--- src/rtl/tdaft_ram.sv ---
`timescale 1ns / 1ps
// Generic single-write, single-read RAM with registered read data.
// No dependencies.
module tdaft_ram #(
    parameter int WIDTH = 8,
    parameter int DEPTH = 16
) (
    input  logic                     clk,
    input  logic                     wr_en,
    input  logic [$clog2(DEPTH)-1:0] wr_addr,
    input  logic [WIDTH-1:0]         wr_data,
    input  logic [$clog2(DEPTH)-1:0] rd_addr,
    output logic [WIDTH-1:0]         rd_data
);

    logic [WIDTH-1:0] mem_reg [DEPTH];
    logic [WIDTH-1:0] rd_data_reg;

    always_ff @(posedge clk)
    begin
        if (wr_en)
        begin
            mem_reg[wr_addr] <= wr_data;
        end
        rd_data_reg <= mem_reg[rd_addr];
    end

    assign rd_data = rd_data_reg;

endmodule

--- config.mk ---
export PLATFORM = sky130hd
export DESIGN_NAME = tdaft_ram
export DESIGN_NICKNAME = d
export VERILOG_FILES = /design/src/rtl/tdaft_ram.sv
export SDC_FILE = /design/constraint.sdc
export NUM_CORES = 1
export LEC_CHECK = 0
export ABC_CLOCK_PERIOD_IN_PS = 5400
export BUFFER_PORTS_ARGS = -buffer_cell sky130_fd_sc_hd__buf_2
export CAP_MARGIN = 20
export CORE_MARGIN = 3
export CORE_UTILIZATION = 60
export DETAILED_ROUTE_END_ITERATION = 16
export GPL_TIMING_DRIVEN = 0
export MAX_ROUTING_LAYER = met4
export PLACE_DENSITY = 0.78
export SLEW_MARGIN = 20
export SYNTH_ARGS = -nofsm -noshare
export SYNTH_HDL_FRONTEND = slang
export SYNTH_SLANG_ARGS = --single-unit
export TNS_END_PERCENT = 30
--- constraint.sdc ---
create_clock -name clk -period 5.4 [get_ports clk]
set_clock_uncertainty 0.05 [all_clocks]
set_input_delay 1.08 -clock clk [delete_from_list [all_inputs] [get_ports clk]]
set_output_delay 1.08 -clock clk [all_outputs]
set_load 0.02 [all_outputs]
== Yosys cells after proc, flatten, opt, wreduce, memory -nomap -nowiden ==
Memories as Yosys holds them, arrays and structs flattened. A register that Yosys moved wholly into a read port is not among the register bits.
Cells that the tools add are included.
W data, S select, Z words.
Word-level totals
  register bits after elaboration: 0
  bits in writable memories: 128
  input port bits: 18
  output and inout bits: 8
  word-level logic and storage cells: 3
  memories kept: 1
Operators by class
  mux-type cells: 2
Memories
  mem_reg: words 16, width 8, rd ports 1, clocked after Yosys merged registers in 1, write ports 1, line 16  | logic [WIDTH-1:0] mem_reg [DEPTH];
Operator list (count)
  $mux W1: 2

== Depth between registers and ports, before layout ==
  depth after elaboration: 2
  depth in mapped cells: 5
  gate-level depth less buffers: 3

== Least setup slack after synthesis ==
OpenSTA, ideal clock, no wires.
  kind: input-to-reg
  from: input wr_addr[2]
  to: memory mem_reg[0][0] (enable)
  setup time: 0.383 ns
  arrival: 2.190 ns
  data required time: 4.967 ns
  slack: 2.777 ns
  stages on the path: 2
  path buffers: 0
  cell sequence: or3b_2 > nor3_1
RTL lines
  from (decl): line 10  | input logic [$clog2(DEPTH)-1:0] wr_addr,
  to (decl): line 16
No word-level cell before the write port.

== Final worst setup path ==
  from: input wr_addr[2]
  to: memory mem_reg[3][5] (enable)
No word-level cell before the write port.

==> results.py <==
metrics = {
    "outcome": {
        "status": "finished clean",
    },
    "clock_network": {
        "hold_buffers": 0,
        "cts_resized": 0,
        "cts_setup_buffers": 0,
        "clockRootBuffer": "clkbuf_8",
        "cts_buffers": 17,
        "cts_tree": "done",
        "h-tree-depth": 4,
        "insertion_delay_ns": 0.50,
        "cts_buffer_depth": 2,
        "clkSlewWorstSetupHoldPaths_ns": 0.06,
        "numClockSinks": 136,
    },
    "synthesis": {
        "synth_cells": 229,
        "yosysTopAreaCell": "edfxtp_1",
        "syn_area_um2": 5150,
        "synthTopCellsByArea": "edfxtp_1 (75%), mux4_2 (7.9%), mux4_1 (7.1%), dfxtp_1 (3.1%), a22oi_1 (2.3%)",
        "ys_seq_elements": 136,
        "avgSynthCellArea_um2": 22.5,
        "synth_top_area_share": 0.747,
        "ys.warnings.count": 0,
        "syn-num-nets": 247,
        "yosysSeqAreaShare": 0.778,
        "synthDistinctLibCells": 19,
    },
    "drt": {
        "routed_via_density": 6.15,
        "wl_per_cell_um": 24.3,
        "ant_nets": 0,
        "drc": 0,
        "first_iter_violations": 302,
        "first_pass_iters": 4,
        "vias": 2398,
        "routed_wl_mm": 9.46,
    },
    "global_routing": {
        "antenna_found_initial": 0,
        "grt_pass1_vias": 2392,
        "grt_pass1_wl_mm": 14.4,
        "grt_max_degree": 17,
        "grt_use_total": 0.218,
        "overflow": 0,
    },
    "power": {
        "power_density_nw_per_um2": 404,
        "p_leak_nw": 2.03,
        "ir_drop_v": 0.000247,
    },
    "setup_path": {
        "cp.required_ns": 5.47,
        "timing.critical_path.buf_inv": 1,
        "cp-start-kind": "primary input",
        "cp_top_family": "simple AND/OR/NAND/NOR gates",
        "cp_slowest_stage_delay_ns": 0.64,
        "worstPathMaxFanout": 8,
        "cp.arrival_ns": 2.38,
        "path_class": "in2reg",
        "cp_cell_sequence": "buf_2, or3b_2, nor2_1",
        "cp-end-kind": "register",
        "slowest_stage": "nor2_1",
    },
    "placed_design": {
        "io_buffer_count": 24,
        "gp_congestion": 0.722,
        "post-place-ws_ns": 2.60,
        "placedCellCount": 359,
        "dpl.hpwl_mm": 5.75,
    },
    "floorplanning": {
        "fp.dieW_um": 98.6,
        "coreArea_um2": 8260,
        "start_util": 0.623,
        "ioPinCount": 26,
        "die_height_um": 98.6,
        "dieArea_um2": 9730,
        "row_count": 33,
    },
    "timing": {
        "period_share": 0.427,
        "period_minus_slack_ns": 2.31,
        "setup_viol": 0,
        "clock.fmax_ghz": 0.434,
        "finalHoldViolCount": 0,
        "fin_tns_setup_ns": 0,
        "setup_ws_ns": 3.09,
        "slew_headroom": 0.470,
        "rsz0062_at_grt": "false",
        "timing.final.max_slew_violations": 0,
        "tightest_slew_ns": 0.792,
    },
    "finish": {
        "largest_reg_flops": 128,
        "drive_above_1_share": 0.309,
        "area_growth_pct": 16.8,
        "nets": 291,
        "n_antenna_cell": 0,
        "final_cells": 390,
    },
    "job": {
        "max_cap_viol_count": 0,
    },
    "min_path": {
        "holdCritPathClass": "reg2reg",
    },
}
## tightest hold or removal path, cell delays in order (launching register included)
cell	delay, ns
edfxtp_1	0.31
mux4_1	0.21
a22oi_1	0.08
nand2_1	0.05
## Yosys cell counts (all sizes together)
master         number
nor2b               1
or3b                1
nor3                4
nand3               1
nand2b              2
a22oi              16
clkdlybuf4s25       3
dfxtp               8
mux4               32
and2b               1
nor2               13
buf                 7
edfxtp            128
nand3b              2
and2                1
nand2               9
## cells in the final DEF, fill, tap and decap left out, types with 5 or more instances in the layout
cell / count
clkinvlp_4: 5
edfxtp_1: 128
mux4_2: 18
mux4_1: 14
nor2_1: 13
clkbuf_16: 16
a22oi_1: 16
nand2_1: 9
buf_2: 28
dfxtp_1: 8
## cell type report
| type | instances | area [µm²] |
|---|---|---|
| sequential | 136 | 4000 |
| fill | 462 | 2250 |
| multi-input combinational | 83 | 1070 |
| clock buffer | 19 | 442 |
| clock inverter | 12 | 151 |
| tap | 105 | 131 |
| timing repair buffer | 25 | 125 |
| buffer | 10 | 86.3 |
## through the flow
| step | utilization | power (W) | instance area (µm²) | hold slack (ns) |
|---|---|---|---|---|
| final | 0.728 | 0.00243 | 6010 | 0.634 |
| after global routing | 0.728 | 0.00250 | 6010 | 0.672 |
| after CTS | 0.727 | 0.00244 | 6010 | 0.641 |
| after detailed placement | 0.656 | 0.00133 | 5410 | 0.626 |
| after global placement | 0.654 | 0.00132 | 5400 | 0.615 |
| after floorplan | - | 0.00128 | 5150 | 0.579 |
## per-layer routing
layer / wire [µm] / part of all wire / global-route usage
met5: 0 / 0 / -
met3: 771 / 0.081 / 0.0488
met4: 172 / 0.018 / 0.0903
met1: 4030 / 0.43 / 0.319
met2: 4490 / 0.47 / 0.303
## report_power, final
part / leakage [nW] / internal, W / total, W / switching, W
Combinational: 0.524 / 0.0000471 / 0.000119 / 0.0000724
Sequential: 1.22 / 0.00118 / 0.00119 / 0.00000572
Clock: 0.278 / 0.000722 / 0.00113 / 0.000403
Total: 2.03 / 0.00195 / 0.00243 / 0.000481
## kinds of logic after synthesis
family                 count (synthesis)  share of synthesized area
DFF                                  136                      0.778
and+or+nand+nor                       35                     0.0318
muxes                                 32                      0.150
AOI/OAI and AO/OA                     16                     0.0233
buffers and inverters                 10                     0.0168
## worst paths after layout
path	startpoint	end	slack (ns)	depth (start not counted)
setup / recovery	wr_addr[2]	mem_reg[3][5]	3.09	3
hold reg to reg	mem_reg[11][2]	rd_data[2]	0.63	3
hold / removal	mem_reg[11][2]	rd_data[2]	0.63	3
setup reg to reg	mem_reg[9][5]	rd_data[5]	3.96	3
Power figures use the tool's default switching activity.
