==> config.mk <==
export PLATFORM = sky130hd
export DESIGN_NAME = tdaft_regs
export DESIGN_NICKNAME = d
export VERILOG_FILES = /design/src/rtl/tdaft_pkg.sv /design/src/rtl/tdaft_regs.sv
export SDC_FILE = /design/constraint.sdc
export NUM_CORES = 1
export LEC_CHECK = 0
export BUFFER_PORTS_ARGS = -buffer_cell sky130_fd_sc_hd__buf_2
export CORE_MARGIN = 8
export CORE_UTILIZATION = 30
export CTS_BUF_LIST = sky130_fd_sc_hd__clkbuf_8
export CTS_CLUSTER_DIAMETER = 150
export DETAILED_ROUTE_END_ITERATION = 12
export GPL_TIMING_DRIVEN = 0
export PLACE_DENSITY_LB_ADDON = 0.2
export SLEW_MARGIN = 30
export SYNTH_ARGS = -nofsm -noshare
export SYNTH_HDL_FRONTEND = slang
export SYNTH_SLANG_ARGS = --single-unit
==> constraint.sdc <==
create_clock -name clk -period 2.6 [get_ports clk]
set_clock_uncertainty 0.2 [all_clocks]
set_input_delay 0.52 -clock clk [delete_from_list [all_inputs] [get_ports clk]]
set_output_delay 0.52 -clock clk [all_outputs]
set_load 0.02 [all_outputs]
==> src/rtl/tdaft_pkg.sv <==
`timescale 1ns / 1ps
// Package for the TCP duplicate-ACK flow table: sequencer states, register map,
// configuration struct and table entry layout. No dependencies.
package tdaft_pkg;

    // register map (byte address 4*index)
    localparam int          CFG_ADDR_W   = 5;
    localparam int          CFG_DATA_W   = 32;
    localparam logic [2:0]  REG_FEATURE  = 3'd0;
    localparam logic [2:0]  REG_LOWER    = 3'd1;
    localparam logic [2:0]  REG_UPPER    = 3'd2;
    localparam logic [2:0]  REG_CEILING  = 3'd3;
    localparam logic [2:0]  REG_FLOOR    = 3'd4;

    localparam logic        RST_FEATURE  = 1'b0;
    localparam logic [15:0] RST_LOWER    = 16'd5;
    localparam logic [15:0] RST_UPPER    = 16'd55;
    localparam logic [3:0]  RST_CEILING  = 4'd10;
    localparam logic [4:0]  RST_FLOOR    = 5'b11110;

    localparam int          SLOT_W       = 5;
    localparam int          TUPLE_W      = 96;
    localparam int          ENTRY_W      = 160;
    localparam logic [31:0] TIME_MAX     = 32'hffff_ffff;

    typedef struct packed {
        logic              feature_enable;
        logic [15:0]       lower_bound_mbps;
        logic [15:0]       upper_bound_mbps;
        logic [3:0]        stick_ceiling;
        logic signed [4:0] stick_floor;
    } tdaft_cfg_t;

    typedef enum logic [2:0] {
        ST_IDLE,
        ST_TICK,
        ST_SCAN,
        ST_LAST,
        ST_WRITE,
        ST_DONE
    } tdaft_state_t;

endpackage

==> src/rtl/tdaft_regs.sv <==
`timescale 1ns / 1ps
// APB-style configuration registers of the flow table.
// Depends on tdaft_pkg.
module tdaft_regs
    import tdaft_pkg::*;
(
    input  logic                  clk,
    input  logic                  rst_n,
    input  logic                  psel,
    input  logic                  penable,
    input  logic                  pwrite,
    input  logic [CFG_ADDR_W-1:0] paddr,
    input  logic [CFG_DATA_W-1:0] pwdata,
    output logic [CFG_DATA_W-1:0] prdata,
    output logic                  pready,
    output tdaft_cfg_t            cfg
);

    tdaft_cfg_t cfg_reg;
    logic [2:0] reg_idx;
    logic       wr_en;

    assign reg_idx = paddr[CFG_ADDR_W-1:2];
    assign pready  = 1'b1;
    assign wr_en   = psel & penable & pwrite & pready;

    always_ff @(posedge clk or negedge rst_n)
    begin
        if (!rst_n)
        begin
            cfg_reg.feature_enable   <= RST_FEATURE;
            cfg_reg.lower_bound_mbps <= RST_LOWER;
            cfg_reg.upper_bound_mbps <= RST_UPPER;
            cfg_reg.stick_ceiling    <= RST_CEILING;
            cfg_reg.stick_floor      <= RST_FLOOR;
        end
        else if (wr_en)
        begin
            unique case (reg_idx)
                REG_FEATURE: cfg_reg.feature_enable   <= pwdata[0];
                REG_LOWER:   cfg_reg.lower_bound_mbps <= pwdata[15:0];
                REG_UPPER:   cfg_reg.upper_bound_mbps <= pwdata[15:0];
                REG_CEILING: cfg_reg.stick_ceiling    <= pwdata[3:0];
                REG_FLOOR:   cfg_reg.stick_floor      <= pwdata[4:0];
                default:     ; // drop writes beyond the map
            endcase
        end
    end

    always_comb
    begin
        unique case (reg_idx)
            REG_FEATURE: prdata = {31'd0, cfg_reg.feature_enable};
            REG_LOWER:   prdata = {16'd0, cfg_reg.lower_bound_mbps};
            REG_UPPER:   prdata = {16'd0, cfg_reg.upper_bound_mbps};
            REG_CEILING: prdata = {28'd0, cfg_reg.stick_ceiling};
            REG_FLOOR:   prdata = {{27{cfg_reg.stick_floor[4]}}, cfg_reg.stick_floor};
            default:     prdata = '0;
        endcase
    end

    assign cfg = cfg_reg;

endmodule

== After elaboration in Yosys (flattened, before gate mapping) ==
Cells that the tools add are included.
W data, S select, Z words.
Operators by class
  multipliers: 0
  magnitude comparators: 0
  equal/unequal tests: 4
  bitwise gates (word level): 2
  add/subtract/negate cells: 0
  mux-type cells: 1
  reduce and logical (&&, ||, !) cells: 6
  shift operators: 0
  div/mod/pow operators: 0
Operators with widths (number)
  $pmux W32 S5: 1
  $reduce_and A2 Y1: 5
  $eq A3 B2 Y1 const B: 2
  $eq A3 B1 Y1 const B: 1
  $eq A3 B3 Y1 const B: 1
  $logic_not A3 Y1: 1
  $and A1 B1 Y1: 2
Word-level totals
  logic and storage cells: 18
  bits in latches: 0
  memories: 0
  bits in read-only memories: 0
  memory bits (writable): 0
  bits of input ports: 42
  output and inout bits: 75
  flip-flop bits (word level): 42

== Logic depth before layout (Yosys ltp) ==
  depth in word-level cells: 3
  depth in mapped cells: 6
  mapped depth without buffers: 3

== Worst setup path before layout ==
Ideal clock, no wire load.
  path kind: input to output
  start point: input port paddr[3]
  end point: output port prdata[17]
  data required time: 1.880 ns
  arrival time: 1.936 ns
  slack: -0.056 ns
  stages: 6
  buffers on the path: 3
  cells stage by stage: buf_4 nor3b_1 nand2_1 buf_1 inv_1 buf_4
On the way
  cells in the longest elaborated chain, start to end: 2
  elaborated cells on any way between the ends: 6
  classes of those cells: eq/ne (4); mux (1); reduce/logical (1)
RTL lines
  start: declaration: line tdaft_regs.sv:12  | input logic [CFG_ADDR_W-1:0] paddr,
  $eq A3 B3 Y1 (tied with other cells): line tdaft_regs.sv:52  | unique case (reg_idx)
  $pmux W32 S5 *: line tdaft_regs.sv:52
  end: declaration: line tdaft_regs.sv:14  | output logic [CFG_DATA_W-1:0] prdata,
Every way passes the cells marked *; elsewhere a longest branch is shown, timed or not.

== Worst setup path in the final report ==
  start point: input port paddr[2]
  end point: output port prdata[6]
Same word-level chain as after synthesis.

==> reports/results.txt <==
worst r2r dst = cfg[32]
Critical Path AT = 1.79 ns
CTS tree = yes
Placer Congestion = 0.690
critical-path cell list = buf_2 -> buf_6 -> nor2b_1 -> clkbuf_4 -> a22oi_1 -> o21ai_0 -> buf_2
RSZ-0062 raised after global routing = no
vias in the first global route = 1799
post-route ant nets = 0
post-synthesis sequential area ratio = 0.504
share of cells above drive strength 1 = 0.710
Worst-Margin Slew = 0.548 ns
CP endpoint = prdata[6]
Setup Viol. Count Final = 0
IO buf count = 95
Yosys warning total = 0
M1 GR Usage = 0.146
Area Overhead vs Synth = 35.2%
outcome = finished clean
Worst Path Required = 1.88 ns
Remaining DRCs = 0
Slew HR = 0.634
clock buffer depth = 2
synthesized area per cell = 12.9 µm²
largest cells by area after synthesis = dfrtp_1 (34%), mux2_2 (22%), dfstp_2 (16%), buf_4 (6.4%), a22oi_1 (4.3%)
Std-Cell Rows = 30
min Tclk post-route = 2.51 ns
clk root buf = clkbuf_8
CP max FO = 10
Post-Syn Area = 2120 µm²
number of max-cap violations = 0
Yosys top cell by area = dfrtp_1
Crit path buffers/inverters = 4
FMAX = 0.398 GHz
final worst setup slack = 0.0869 ns
H-Tree Depth = 2
CTS sink cnt = 42
Pwr Density = 716 nW/µm²
GRT overflow = 0
critical path depth in cells = 7
die outline height = 100 µm
Post-Syn Instances = 164
top_reg_cell synth = dfrtp_1
Die ar. = 10000 µm²
critical path class = input pin to primary output
Synth Net Count = 206
DPL Wire Length = 4.52 mm
initial antenna violation count = 0
met3 usage = 0.0526
cell with the most instances after synthesis = mux2_2
Layout Nets = 310
Clk Latency, worst-skew pair = 0.29 ns
reg2reg start = cfg[32]
Crit path top cell by count = buf_2
DR vias/cell = 4.51
dpl ws = -0.579 ns
Final Cycle Share = 0.967
via count = 1646
clock-pin slew on the worst setup and hold paths = 0.08 ns
crit path max-delay cell type = clkbuf_4
P_int = 1350 µW
crit path launch = paddr[2]
Reg2Reg Depth = 1
Post-synth EDFFs = 0
Post-synth ARST share = 1.00
Die Wd = 100 µm
WL final = 6.01 mm
Worst Setup End Kind = primary output
Slew Viols, Final = 0
Hold-fix buffers, CTS = 0
drt wl/cell = 16.5 µm
Top Ports = 117
switching power = 699 µW
VDD IR max = 0.289 mV
crit-path leading delay family = buffers and inverters
switching share of power = 0.341
sequential power share = 0.441
Iter 0 DRT Violations = 37
max reg flops = 42
Hold Path Class = input pin to asynchronous set/reset pin
Worst Setup Start Kind = input pin
layer with the highest usage = met2
top cell type's share of synthesized area = 0.342
CP max stage delay = 0.27 ns
CTS Buf Count = 5
total track usage = 0.119
First-pass DRT Iterations = 4
Final Core Density = 0.420
first-pass GRT wire length = 9.43 mm
power share of the combinational group = 0.316
static leakage = 0.00147 µW
most frequent cells after synthesis = mux2_2 (42), dfrtp_1 (29), buf_4 (18)
Synth Register Bits = 42
Final Hold Vio Count = 0
Worst R2R Setup Slack = 1.62 ns
diode count = 0
core area = 6830 µm²
starting density of the core = 0.310
GR Util met2 = 0.188
largest net degree at the start of global routing = 43
synth unique cells = 30
clock share of power = 0.243
==> how the worst min path moves through the flow <==
stage,to,from,cells past startpoint
floorplan,cfg[0],rst_n,0
global placement,cfg[5],cfg[5],1
detailed placement,cfg[36],cfg[36],1
CTS,cfg[35],rst_n,1
global route,cfg[33],rst_n,1
finish,cfg[19],rst_n,1
==> per-layer routing <==
layer	vias up	wire, µm
met5	-	0
met4	0	27
met3	5	664
met2	76	2620
met1	780	2700
li1	785	-
==> kinds of logic (layout without fill, tap and decap cells) <==
logic type | count (synthesis) | in the layout | share of synthesized area
compound gates | 30 | 30 | 0.0915
flops | 42 | 42 | 0.504
mux | 47 | 47 | 0.247
other cells | 1 | 1 | 0.00177
simple gates | 17 | 17 | 0.0649
buf+inv | 27 | 132 | 0.0915
==> power by group through the flow <==
stage | Combinational, µW | Sequential [µW] | Clock (µW)
CTS | 660 | 908 | 516
global route | 699 | 930 | 532
global placement | 648 | 916 | 0
finish | 648 | 906 | 499
floorplan | 243 | 1070 | 0
detailed placement | 655 | 920 | 0
==> cell type report <==
class / count / area [µm²]
plain buffers: 25 / 195
clock buffers: 5 / 68.8
flip-flops and latches: 42 / 1070
inverters: 2 / 11.3
multi-input cells: 95 / 873
well taps: 96 / 120
fillers: 685 / 3970
repair buffers: 96 / 485
repair inverters: 1 / 7.51
clock inverters: 3 / 37.5
==> through the flow <==
step	cells	cell area, µm²	setup TNS [ns]	hold slack, ns	total power (µW)
after floorplan	164	2120	0	0.0244	1310
after global placement	355	2720	-11.99	0.316	1560
after detailed placement	355	2720	-12.09	0.318	1570
after CTS	365	2860	0	0.203	2080
after global routing	365	2870	0	0.0449	2160
final	365	2870	0	0.0121	2050
==> timing repair <==
| action | CTS | global route |
|---|---|---|
| endpoints found under the hold margin | 0 | 0 |
| gates cloned | 1 | 0 |
| gates resized for setup | 5 | 4 |
| setup endpoints to repair | 28 | 11 |
| setup buffers | 1 | 0 |
| pin swaps | 1 | 0 |
==> placed cells by master (no fill, tap or decap), types with 2 or more instances in the layout <==
cell | synthesis | final
buf_2 | 2 | 94
mux2_2 | 42 | 42
dfrtp_1 | 29 | 29
buf_4 | 18 | 21
o21ai_0 | 13 | 13
dfstp_2 | 13 | 13
a22oi_1 | 12 | 12
mux2i_1 | 5 | 5
clkbuf_8 | 0 | 5
buf_6 | 3 | 3
nor2_1 | 3 | 3
inv_1 | 2 | 3
nand3_1 | 2 | 2
a32oi_1 | 2 | 2
clkbuf_4 | 0 | 2
clkinvlp_4 | 0 | 2
nor3_1 | 2 | 2
Note: power is estimated with default switching activity, not from simulation.
